[src/rtl/core/div64_pkg.sv]
// Package for the 64-bit restoring divider.
// Holds command/result word types, sequencer states and control structs.
// No dependencies.
`default_nettype none

package div64_pkg;

    localparam int DATA_W = 64;
    localparam int CNT_W  = 6;
    localparam logic [CNT_W-1:0] LAST_STEP = CNT_W'(DATA_W - 1);

    typedef struct packed {
        logic              action;
        logic [DATA_W-1:0] dividend;
        logic [DATA_W-1:0] divisor;
    } div64_in_t;

    typedef struct packed {
        logic [DATA_W-1:0] quotient;
        logic [DATA_W-1:0] remainder;
        logic              divide_by_zero;
    } div64_out_t;

    typedef enum logic [1:0] {
        ST_IDLE,
        ST_SETUP,
        ST_ITER,
        ST_FIX
    } div64_state_t;

    typedef struct packed {
        logic capture;
        logic setup;
        logic step;
        logic fix;
    } div64_ctrl_t;

    typedef struct packed {
        logic den_zero;
    } div64_stat_t;

endpackage

`default_nettype wire

[src/rtl/core/div64_ctrl.sv]
// Sequencer for the 64-bit restoring divider.
// Steps the shared subtract unit through setup, 64 iterations (none for a zero divisor) and fix-up.
// Depends on div64_pkg.
`default_nettype none

module div64_ctrl
    import div64_pkg::*;
(
    input  wire logic        clk,
    input  wire logic        rst_n,
    input  wire logic        start,
    input  wire div64_stat_t stat,
    output div64_ctrl_t      ctrl,
    output logic             busy,
    output logic             done
);

    div64_state_t     state_reg, state_next;
    logic [CNT_W-1:0] cnt_reg, cnt_next;
    logic             done_reg, done_next;

    always_ff @(posedge clk or negedge rst_n)
    begin
        if (!rst_n)
        begin
            state_reg <= ST_IDLE;
            cnt_reg   <= '0;
            done_reg  <= 1'b0;
        end
        else
        begin
            state_reg <= state_next;
            cnt_reg   <= cnt_next;
            done_reg  <= done_next;
        end
    end

    always_comb
    begin
        state_next = state_reg;
        cnt_next   = cnt_reg;
        done_next  = 1'b0;
        ctrl       = '0;
        unique case (state_reg)
            ST_IDLE:
            begin
                if (start)
                begin
                    ctrl.capture = 1'b1;
                    state_next   = ST_SETUP;
                end
            end
            ST_SETUP:
            begin
                ctrl.setup = 1'b1;
                cnt_next   = LAST_STEP;
                state_next = stat.den_zero ? ST_FIX : ST_ITER;
            end
            ST_ITER:
            begin
                ctrl.step = 1'b1;
                cnt_next  = cnt_reg - 1'b1;
                if (cnt_reg == '0)
                begin
                    state_next = ST_FIX;
                end
            end
            ST_FIX:
            begin
                ctrl.fix   = 1'b1;
                done_next  = 1'b1;
                state_next = ST_IDLE;
            end
            default:
            begin
                state_next = ST_IDLE;
            end
        endcase
    end

    assign busy = (state_reg != ST_IDLE);
    assign done = done_reg;

endmodule

`default_nettype wire

[src/rtl/core/div64_core.sv]
// Datapath for the 64-bit restoring divider: operand and partial remainder
// registers around one 65-bit subtractor, plus magnitude and sign fix-up.
// Depends on div64_pkg.
`default_nettype none

module div64_core
    import div64_pkg::*;
(
    input  wire logic        clk,
    input  wire div64_ctrl_t ctrl,
    input  wire div64_in_t   cmd,
    output div64_stat_t      stat,
    output div64_out_t       result
);

    logic              action_reg;
    logic [DATA_W-1:0] orig_reg;
    logic [DATA_W-1:0] quo_reg;
    logic [DATA_W-1:0] den_reg;
    logic [DATA_W-1:0] rem_reg;
    logic              neg_q_reg;
    logic              neg_r_reg;
    logic              dbz_reg;
    div64_out_t        result_reg;

    logic [DATA_W-1:0] num_mag;
    logic [DATA_W-1:0] den_mag;
    logic [DATA_W:0]   partial;
    logic [DATA_W:0]   diff;
    logic              take;
    logic [DATA_W-1:0] quo_fix;
    logic [DATA_W-1:0] rem_fix;

    assign num_mag = (action_reg && quo_reg[DATA_W-1]) ? (DATA_W'(0) - quo_reg) : quo_reg;
    assign den_mag = (action_reg && den_reg[DATA_W-1]) ? (DATA_W'(0) - den_reg) : den_reg;

    assign partial = {rem_reg, quo_reg[DATA_W-1]};
    assign diff    = partial - {1'b0, den_reg};
    assign take    = !diff[DATA_W];

    assign quo_fix = neg_q_reg ? (DATA_W'(0) - quo_reg) : quo_reg;
    assign rem_fix = neg_r_reg ? (DATA_W'(0) - rem_reg) : rem_reg;

    assign stat.den_zero = (den_reg == '0);

    always_ff @(posedge clk)
    begin
        if (ctrl.capture)
        begin
            action_reg <= cmd.action;
            orig_reg   <= cmd.dividend;
            quo_reg    <= cmd.dividend;
            den_reg    <= cmd.divisor;
        end
        if (ctrl.setup)
        begin
            quo_reg   <= num_mag;
            den_reg   <= den_mag;
            rem_reg   <= '0;
            neg_q_reg <= action_reg && (quo_reg[DATA_W-1] ^ den_reg[DATA_W-1]);
            neg_r_reg <= action_reg && quo_reg[DATA_W-1];
            dbz_reg   <= (den_reg == '0);
        end
        if (ctrl.step)
        begin
            rem_reg <= take ? diff[DATA_W-1:0] : partial[DATA_W-1:0];
            quo_reg <= {quo_reg[DATA_W-2:0], take};
        end
        if (ctrl.fix)
        begin
            if (dbz_reg)
            begin
                result_reg.quotient  <= '1;
                result_reg.remainder <= orig_reg;
            end
            else
            begin
                result_reg.quotient  <= quo_fix;
                result_reg.remainder <= rem_fix;
            end
            result_reg.divide_by_zero <= dbz_reg;
        end
    end

    assign result = result_reg;

endmodule

`default_nettype wire

[src/rtl/core/divider_64bit_signed_unsigned.sv]
// Top level of the 64-bit signed/unsigned restoring divider.
// Instantiates div64_ctrl and div64_core; depends on div64_pkg.
//
// Usage:
//   Command word on cmd (action, dividend, divisor) is taken at a rising edge
//   with start high and busy low. action = 0 divides unsigned, 1 signed.
//   The result word (quotient, remainder, divide_by_zero) is valid on result
//   when done is high for exactly one cycle; the receiver cannot stall it.
// Sequencing:
//   One quotient bit per cycle from a single shared 65-bit subtractor:
//   setup (magnitudes), 64 iterations, then sign fix-up; busy is high
//   through all of these and done follows in the next cycle.
//   A zero divisor skips the iterations and goes from setup to fix-up.
//   A new command may be issued in the cycle done is high; none is taken
//   while busy is high, so only one word is in flight at a time.
// Zero divisor: divide_by_zero = 1, quotient all ones, remainder = dividend.
// Reset: rst_n (async, active low) returns the sequencer to idle and clears
//   done; any word in flight is dropped.
`default_nettype none

module divider_64bit_signed_unsigned
    import div64_pkg::*;
(
    input  wire logic      clk,
    input  wire logic      rst_n,
    input  wire logic      start,
    input  wire div64_in_t cmd,
    output logic           busy,
    output logic           done,
    output div64_out_t     result
);

    div64_ctrl_t ctrl;
    div64_stat_t stat;

    div64_ctrl u_ctrl (
        .clk   (clk),
        .rst_n (rst_n),
        .start (start),
        .stat  (stat),
        .ctrl  (ctrl),
        .busy  (busy),
        .done  (done)
    );

    div64_core u_core (
        .clk    (clk),
        .ctrl   (ctrl),
        .cmd    (cmd),
        .stat   (stat),
        .result (result)
    );

    a_done_single: assert property (@(posedge clk) disable iff (!rst_n)
        done |=> !done)
        else $error("done held longer than one cycle");

    a_done_idle: assert property (@(posedge clk) disable iff (!rst_n)
        done |-> !busy)
        else $error("done while busy");

    a_fell_done: assert property (@(posedge clk) disable iff (!rst_n)
        $fell(busy) |-> done)
        else $error("busy dropped without a result");

    a_dbz_quo: assert property (@(posedge clk) disable iff (!rst_n)
        (done && result.divide_by_zero) |-> (result.quotient == '1))
        else $error("divide by zero quotient not all ones");

endmodule

`default_nettype wire

[config.mk]
export PLATFORM = sky130hd
export DESIGN_NAME = divider_64bit_signed_unsigned
export DESIGN_NICKNAME = d
export VERILOG_FILES = /design/src/rtl/core/div64_pkg.sv /design/src/rtl/core/div64_ctrl.sv /design/src/rtl/core/div64_core.sv /design/src/rtl/core/divider_64bit_signed_unsigned.sv
export SDC_FILE = /design/constraint.sdc
export NUM_CORES = 1
export LEC_CHECK = 0
export ABC_AREA = 1
export BUFFER_PORTS_ARGS = -buffer_cell sky130_fd_sc_hd__buf_2
export CAP_MARGIN = 20
export CELL_PAD_IN_SITES_DETAIL_PLACEMENT = 1
export CELL_PAD_IN_SITES_GLOBAL_PLACEMENT = 1
export CORE_AREA = 2 2 248 250
export DETAILED_ROUTE_END_ITERATION = 16
export DIE_AREA = 0 0 250 252
export PLACE_DENSITY = 0.87
export SYNTH_ARGS = -nofsm -noshare
export SYNTH_HDL_FRONTEND = slang
export SYNTH_SLANG_ARGS = --single-unit
[constraint.sdc]
create_clock -name clk -period 15.6 [get_ports clk]
set_clock_uncertainty 0.2 [all_clocks]
set_input_delay 1.56 -clock clk [delete_from_list [all_inputs] [get_ports clk]]
set_output_delay 1.56 -clock clk [all_outputs]
set_load 0.005 [all_outputs]
==> impl_results.md, run 1 <==
- Status: completed
- Clock-pin slew on the worst setup and hold paths: 60 ps
- WL/cell: 23.0 µm
- Leakage: 15.0 nW
- TritonCTS clock tree: built
- Hold_buf cts: 0
- Critical Path Start: u_ctrl.state_reg[1]
- Synth area leaders: edfxtp_1, nand2_1, inv_1
- Crit Path Max Fanout: 79
- Number of flops mapped to enable cells by yosys: 389
- CP startpoint kind: register
- Area of the core: 0.0601 mm²
- DIE WIDTH: 250 µm
- RSZ-0062 raised after global routing: no
- Crit path time final: 3790 ps
- Syn avg cell area: 7.09 µm²
- Reg area: 0.0119 mm²
- Worst-skew pair later-pin latency: 620 ps
- Leading area contributor after synthesis: edfxtp_1
- CP endpoint kind: register
- Setup slack at placement: 11860 ps
- Starting Density: 47.9%
- Min-delay worst type: reg -> reg
- Max frequency: 264 MHz
- Drt initial violations: 3101
- Slew HR: 22.6%
- Peak VDD IR: 0.250 mV
- Antenna diodes: 0
- Vias/cell: 5.74
- Area delta synth->final: 12.4%
- Overall Global Routing Usage: 36.6%
- Final core utilization: 53.8%
- H-tree depth: 2
- Global route overflow: 0
- Routability Congestion: 0.998
- Post-CTS Repair Setup Buffers: 0
- Yosys warnings: 0
- Post-synth cell types: 50
- Worst hold start: u_core.orig_reg[22]
- Resized Gates After CTS: 0
- Final WL: 118 mm
- Post-route setup TNS: 0 ps
- Clk root buf: clkbuf_16
- Clock tree sinks: 398
- Final net count: 4496
- CTS Buf Count: 47
- Logic pwr share: 57.0%
- CTS Buffer Depth: 3
- First-pass GRT wire length: 175 mm
- Clk pwr share: 14.3%
- Syn Inst Count: 4061
- Rows: 90
- Max FFs per register: 129
- Worst setup margin: 11810 ps
- Final ANT Viol Nets: 0
- Power, Total: 8.04 mW
- Critical path required time: 15630 ps
- Period utilization: 24.3%
- Port Buffers: 262
- Synth top area share: 40.6%
- Kind of critical path: reg -> reg
- R2R Path Start: u_ctrl.state_reg[1]
- Total I/O pin count: 263
- Final HPWL DP: 91.5 mm
- Die Span Y: 252 µm
- Slew @ Worst Pin: 1150 ps
- DRC: 0
- Fraction of layout cells with a size suffix above 1: 10.4%
- P_int: 3.82 mW
- Critical Path AT: 3820 ps
- Vias in the first global route: 29300
- # fillers: 7907
- PD cells: 248 mW/mm²
- Flop pwr share: 28.7%
- Hold WS: 322 ps
- Routed vias: 29300
- P_sw: 4.22 mW
- Slew Limit Fails: 0
- Seq cells post-synth: 398
- Die area: 0.0630 mm²
- Fin. Hold Viols: 0
- Main synth FF type: edfxtp_1
- DRT Pass-1 Iters: 5
- Max-Cap Viols: 0
- Sequential element share of the synthesized area: 41.4%
- Async SR Flop Fraction: 2.26%
- Pin count of the biggest net entering global routing: 91
- Switch share: 52.5%
- Antenna violations before repair: 0
- Post-synthesis cell area: 0.0288 mm²
- Final setup viols: 0
- Net Count, Synth: 4268
- Multi-input logic area: 0.0142 mm²
layer usage:
layer	GRT usage (%)	routed length, µm	share of wire, %	vias to the layer above
li1	-	-	-	13600
met1	48.9	48800	41	14200
met2	59.5	53900	46	1344
met3	6.14	10200	8.7	233
met4	14.3	4720	4.0	0
met5	0	0	0	-
cell usage after synthesis, types with 19 or more instances:
library cell and count:
nor2_2 32, xnor2_1 19, ha_1 74, clkbuf_1 71, nor2_1 533, nor3_1 55
a31oi_1 28, a21oi_1 132, o21ai_0 129, o211ai_1 19, xor2_1 87, nand4_1 56
a22oi_1 62, inv_1 594, nand3_1 333, edfxtp_1 389, nand2_1 1299
critical path, stage by stage (launching register included):
cell and delay, ps:
dfrtp_1 470, inv_1 180, ha_4 780, inv_2 120, nor2_4 130, buf_4 650, a22oi_2 290, buf_4 470
power by group through the flow:
| stage | Combinational, mW | Clock (mW) | Sequential [mW] |
|---|---|---|---|
| 5_1_grt | 5.02 | 1.19 | 2.34 |
| 2_1_floorplan | 3.06 | 0 | 2.17 |
| 3_5_place_dp | 4.44 | 0 | 2.31 |
| 4_1_cts | 4.50 | 1.16 | 2.29 |
| 6_report | 4.58 | 1.15 | 2.31 |
| 3_3_place_gp | 4.29 | 0 | 2.29 |
final cells by class:
type	instances	share of cell area [%]
Clock inverter	29	0.971
Tap cell	782	3.02
Inverter	605	7.02
Timing Repair Buffer	281	4.49
Multi-Input combinational cell	2956	43.8
Clock buffer	57	3.91
Sequential cell	398	36.8
through the flow:
| step | instance area, µm² | instances |
|---|---|---|
| final | 32400 | 5108 |
| after global placement | 30800 | 5022 |
| after CTS | 32400 | 5108 |
| after detailed placement | 30800 | 5022 |
| after global routing | 32400 | 5108 |
| after floorplan | 28800 | 4061 |
final timing paths:
check                                           end  slack (ps)  cells after the start
worst max-delay path             u_core.quo_reg[58]       11810                      7
worst min-delay path              u_core.result[23]         320                      2
worst max register to register   u_core.quo_reg[58]       11810                      7
worst min register to register    u_core.result[23]         320                      2
max in group asynchronous         u_ctrl.cnt_reg[1]       14380                      1
min in group asynchronous       u_ctrl.state_reg[1]         610                      1
cells in the final DEF (no fill, tap or decap), types with 5 or more instances in the layout:
cell type,count
and3_1,5
edfxtp_1,389
clkbuf_16,47
nand4_1,56
o21ai_0,129
clkinv_1,10
a31oi_1,28
nand2_1,1299
buf_2,262
dfrtp_1,9
nor2_1,531
nor2_4,8
nand3_1,333
clkbuf_1,5
nand3b_1,7
o211ai_1,19
or2_2,8
inv_2,11
nand2_2,15
ha_1,70
nor2_2,32
nor4_1,15
xnor2_1,19
o21bai_1,5
clkinv_2,8
inv_1,592
nor3_1,55
a21oi_1,132
o21ai_1,5
buf_4,19
bufinv_16,5
nand2_4,5
a22oi_1,61
clkbuf_8,5
xor2_1,87
cell families (layout without fill, tap and decap cells):
group	Yosys count	in the layout	synth area share [%]
buf+inv	707	972	9.62
compound gates	389	389	7.76
fa+ha+maj	75	75	3.29
simple gates	2386	2386	34.7
xor+xnor	106	106	3.23
flops	398	398	41.4
No activity file was read; power rests on OpenSTA's default activity.
==> run 2, diff against run 1 <==
- CORE_AREA: 2 2 248 250 -> 2 2 272 274
- DIE_AREA: 0 0 250 252 -> 0 0 274 276
- PLACE_DENSITY: 0.87 -> 0.77
- clock period: 15.6 -> 3.4 ns (I/O delays scaled with it)
==> run 2 against run 1 <==
Global-route usage decreased by 4.3 points. Die area is 20% higher. Sequential share of layout area is 2.5 points lower. Critical path depth is 5 higher. Count of clock-buffer cells in the layout is 2 lower. Final area increased by 7.2%. Clock power grew to 4.7 times the previous value. Non-clock buffer count rose by 204. Combinational power increased to 4.8 times the previous value. Via count up 2.0%. Critical path type unchanged. Critical endpoint is now u_core.result[46].
==> impl_results.md, run 2 (synthesis results as in run 1) <==
- Placed Instance Area: 0.0317 mm² (+3.0%)
- GR peak layer: met2
- Leading cell type in the layout, fill and taps excluded: nand2_1
- Global routing usage on met1: 43.0% (-5.9 points)
- Overall Global Routing Usage: 32.2% (-4.3 points)
- Vias/cell: 5.45 (-5.1%)
- First-pass GRT wire length: 185 mm (+5.6%)
- Slew @ Worst Pin: 1080 ps (-68.7 ps)
- Max-Cap Viols: 0 (unchanged)
- Critical path required time: 3550 ps (-12080 ps)
- Met3 GRT Util: 4.94% (-1.2 points)
- Routability Congestion: 0.969 (-2.9%)
- H-tree depth: 2 (unchanged)
- Final core utilization: 47.8% (-6.0 points)
- Met2 usage: 53.1% (-6.4 points)
- Die Span Y: 276 µm (+9.5%)
- Final WL: 124 mm (+5.1%)
- Period utilization: 95.3% (+71 points)
- Area delta synth->final: 20.5%
- DIE WIDTH: 274 µm (+9.6%)
- Most frequent cells in the layout: nand2_1, inv_1, nor2_1
- DRT Pass-1 Iters: 5 (unchanged)
- Area of the core: 0.0726 mm² (+21%)
- Clk root buf: clkbuf_16
- Leakage: 15.9 nW (+6.4%)
- Starting Density: 39.6% (-8.2 points)
- Post-layout instance area: 0.0347 mm² (+7.2%)
- Crit Path Max Fanout: 5 (-94%)
- Clock tree sinks: 398 (unchanged)
- Slew HR: 27.8% (+5.2 points)
- DRC: 0 (unchanged)
- Port Buffers: 262 (unchanged)
- Die area: 0.0756 mm² (+20%)
- Peak VDD IR: 0.761 mV (+200%)
- Min-delay worst type: in -> reg
- Routed vias: 29900 (+2.0%)
- Max frequency: 309 MHz (+17%)
- CP endpoint kind: register
- Global route overflow: 0 (unchanged)
- Power, Total: 37.8 mW (+370%)
- Final HPWL DP: 94.8 mm (+3.5%)
- Final ANT Viol Nets: 0 (unchanged)
- Rows: 99 (+10%)
- Final setup viols: 0 (unchanged)
- Pin count of the biggest net entering global routing: 91 (unchanged)
- Post-CTS Repair Setup Buffers: 0 (unchanged)
- Drt initial violations: 2745 (-11%)
- WL/cell: 22.5 µm (-2.2%)
- Fin. Hold Viols: 0 (unchanged)
- Clock-pin slew on the worst setup and hold paths: 60 ps (about the same)
- Status: completed
- CTS Buf Count: 48 (+2.1%)
- Antenna violations before repair: 1 (+1)
- Max FFs per register: 129 (unchanged)
- CP startpoint kind: register
- TritonCTS clock tree: built
- Vias in the first global route: 30300 (+3.5%)
- RSZ-0062 raised after global routing: no
- Final net count: 4701 (+4.6%)
- CTS Buffer Depth: 3 (unchanged)
- Critical Path AT: 3390 ps (-430 ps)
- Fraction of layout cells with a size suffix above 1: 11.8% (+1.4 points)
- Slew Limit Fails: 0 (unchanged)
- PD cells: 1090 mW/mm² (+340%)
- Kind of critical path: reg -> reg
- Worst-skew pair later-pin latency: 620 ps (about the same)
- Crit path time final: 3240 ps (-549 ps)
- Total I/O pin count: 263 (unchanged)
run 2: cell types whose count changed in the layout (fill, tap and decap cells not counted), moves of 4 or more:
cell,delta
dlygate4sd3_1,+131
buf_4,+61
buf_12,+12
clkinvlp_4,+5
clkbuf_8,-4
run 2: final timing paths:
path                                      endpoint  slack, ps  depth (start not counted)                 from
worst min-delay path            u_core.den_reg[63]        230                          3              cmd[63]
max in group asynchronous              u_ctrl.done       2120                          3                rst_n
worst min register to register   u_core.result[35]        330                          2  u_core.orig_reg[34]
min in group asynchronous        u_ctrl.cnt_reg[1]        540                          3                rst_n
worst max-delay path             u_core.result[46]        160                         12    u_core.rem_reg[4]
worst max register to register   u_core.result[46]        160                         12    u_core.rem_reg[4]
run 2: cell type report:
class	count	area, µm²
clock inverter	34	350
inverter	605	2270
timing repair buffer	485	3460
clock buffer	55	1260
antenna	1	2.50
multi-input combinational	2956	14200
tap	959	1200
sequential	398	11900
fill	9415	37900
run 2: layer usage:
metal | wire, µm | share of wire [%]
met5 | 0 | 0
met4 | 4690 | 3.8
met3 | 8710 | 7.0
met2 | 58400 | 47
met1 | 51800 | 42
run 2: report_power, final:
part	switching [mW]	internal, mW	total, mW
combinational	15.5	6.56	22.0
clock	2.39	3.06	5.45
sequential	1.77	8.59	10.4
total	19.6	18.2	37.8
run 2: timing repair:
item,in CTS,in global routing
hold buffers,131,0
hold endpoints to repair,202,0
setup endpoints to repair,2,7
gates resized for setup,2,7
pin swaps,0,1
run 2: worst max-delay path, stage by stage (launching register included):
cell      delay (ps)
edfxtp_1         500
nor2_1           220
nand2_1          100
nor2_1           170
nand2_1          160
nor2_1           220
nand3_1          300
nor2_1           440
nand2_1          140
nand2_1          150
nand2_1           70
nand3_1          230
nand2_1           80
run 2: metrics by stage:
step	instances	setup TNS, ps	hold WS, ps	setup WS [ps]
after floorplan	4061	-21590	-156	-503
after global placement	5272	-60.4	8.22	-60.4
after detailed placement	5272	-71.9	14.8	-71.9
after CTS	5492	0	214	68.6
after global routing	5492	0	229	13.9
final	5493	0	227	159
==> run 3, diff against run 2 <==
- CORE_AREA: 2 2 272 274 -> 2 2 259 261
- DIE_AREA: 0 0 274 276 -> 0 0 261 263
- PLACE_DENSITY: 0.77 -> 0.81
- clock period: 3.4 -> 3.65 ns (I/O delays scaled with it)
==> run 3 against run 2 <==
First-iteration DRC count grew 23%. Clock power is 2% lower. Final area fell by 1.3%. Largest cell class unchanged. Sequential power down 7%. Worst setup slack better by 140 ps. Final cell count fell by 2.4%. Total power is 6.6% lower.
==> impl_results.md, run 3 (synthesis results as in run 1) <==
- Top delay family on crit path: simple AND/OR/NAND/NOR gates
- Vias in the first global route: 30200 (-0.33%)
- WL/cell: 23.4 µm (+4.1%)
- Max frequency: 299 MHz (-3.2%)
- Max-Cap Viols: 0 (unchanged)
- Largest stage delay on the critical path: 450 ps (-50 ps)
- H-tree depth: 2 (unchanged)
- Min-delay worst type: in -> reg
- PD cells: 1030 mW/mm² (-5.4%)
- CTS Buf Count: 47 (-2.1%)
- GR peak layer: met2
- Fin. Hold Viols: 0 (unchanged)
- Routability Congestion: 0.989 (+2.1%)
- Die Span Y: 263 µm (-4.7%)
- Worst setup margin: 303 ps (+144 ps)
- Fraction of layout cells with a size suffix above 1: 11.0% (-0.86 points)
- Most frequent cells in the layout: nand2_1, inv_1, nor2_1
- Final ANT Viol Nets: 0 (unchanged)
- Kind of critical path: reg -> reg
- Cell repeated most along the worst path: nand3_1
- Final WL: 126 mm (+1.6%)
- CTS Buffer Depth: 3 (unchanged)
- Starting Density: 43.9% (+4.2 points)
- CP max-delay cell: edfxtp_1
- Die area: 0.0686 mm² (-9.2%)
- Buf+Inv Stages, Crit Path: 1 (+1)
- DRT Pass-1 Iters: 7 (+2)
- Area of the core: 0.0656 mm² (-9.6%)
- Met2 usage: 58.0% (+4.9 points)
- Pin count of the biggest net entering global routing: 112 (+23%)
- Leading cell type in the layout, fill and taps excluded: nand2_1
- Total I/O pin count: 263 (unchanged)
- Final setup viols: 0 (unchanged)
- Slew @ Worst Pin: 1040 ps (-43.9 ps)
- Max FFs per register: 129 (unchanged)
- Area delta synth->final: 18.9%
- TritonCTS clock tree: built
- Setup slack at placement: 397 ps (+469 ps)
- CP Cell Sequence: inv_1, ha_1, nand3_1, nor2_2, nand3_1, or2_1, nand2_2, nand3_2, nor2_1, nand2_1, nand3_1, nand2_1
- Clk root buf: clkbuf_16
- Leakage: 15.8 nW (-0.99%)
- Global routing usage on met1: 48.3% (+5.3 points)
- RSZ-0062 raised after global routing: no
- Routed vias: 30000 (+0.10%)
- Clock-pin slew on the worst setup and hold paths: 60 ps (about the same)
- DRC: 0 (unchanged)
- Clock tree sinks: 398 (unchanged)
- Slew HR: 30.7% (+2.9 points)
- Global route overflow: 0 (unchanged)
- Slew Limit Fails: 0 (unchanged)
- Critical path required time: 3810 ps (+260 ps)
- Peak VDD IR: 1.28 mV (+68%)
- Crit Path Max Fanout: 7 (+2)
- Antenna violations before repair: 2 (+1)
- CP startpoint kind: register
- Final core utilization: 52.1% (+4.4 points)
- Port Buffers: 262 (unchanged)
- CP endpoint kind: register
- First-pass GRT wire length: 187 mm (+1.1%)
- Overall Global Routing Usage: 36.1% (+3.9 points)
- Resized Gates After CTS: 0 (-2)
- DIE WIDTH: 261 µm (-4.7%)
- Critical Path AT: 3510 ps (+120 ps)
- Final HPWL DP: 93.8 mm (-0.96%)
- Worst-skew pair later-pin latency: 620 ps (about the same)
- Vias/cell: 5.59 (+2.5%)
- Period utilization: 91.7% (-3.6 points)
- Rows: 94 (-5.1%)
- Met3 GRT Util: 7.29% (+2.3 points)
- Crit path time final: 3350 ps (+106 ps)
- Status: completed
- Final net count: 4664 (-0.79%)
- Drt initial violations: 3372 (+23%)
run 3: layer usage:
layer  share of wire [%]  wire length [µm]
met3                 8.3             10500
met1                  42             52200
met2                  46             58000
met4                 3.9              4940
met5               0.010                13
run 3: what timing repair did:
| action | 4_1_cts | 5_1_grt |
|---|---|---|
| hold endpoints to repair | 201 | 0 |
| buffers inserted | 0 | 0 |
| hold buffers | 131 | 0 |
run 3: layout make-up:
type | instances | area [µm²]
antenna | 2 | 5.00
clock buffer | 52 | 1220
clock inverter | 36 | 458
fill | 8549 | 31400
inverter | 605 | 2270
multi-input combinational | 2956 | 14200
sequential | 398 | 11900
tap | 864 | 1080
timing repair buffer | 449 | 3110
run 3: tightest hold or removal path, stage by stage:
cell and delay [ps]:
buf_2 110, o21ai_0 170, nand2_1 110, o21ai_0 90
run 3: power by group:
part           switching, mW  internal, mW  leakage [nW]
logic                   14.5          5.79          11.2
clock network           2.26          3.07         0.804
registers               1.71          8.01          3.79
total                   18.5          16.9          15.8
run 3: stage by stage:
step	power (mW)	instances	setup TNS (ps)	hold slack, ps	cell area, µm²
CTS	34.9	5360	0	41.6	34200
finish	35.3	5362	0	75.8	34200
floorplan	22.3	4061	-5590	-131	28800
global route	37.7	5361	0	137	34200
global placement	28.7	5141	0	30.4	31200
detailed placement	29.3	5141	0	36.6	31200
run 3: path summary, 6_finish.rpt:
path	from	end	slack, ps	cells after the start
min in group asynchronous	rst_n	u_ctrl.cnt_reg[3]	590	3
worst max register to register	u_core.rem_reg[0]	u_core.result[43]	300	12
worst max-delay path	u_core.rem_reg[0]	u_core.result[43]	300	12
worst min register to register	u_core.orig_reg[27]	u_core.result[28]	330	2
max in group asynchronous	rst_n	u_ctrl.cnt_reg[0]	2320	3
worst min-delay path	start	u_ctrl.state_reg[0]	80	4
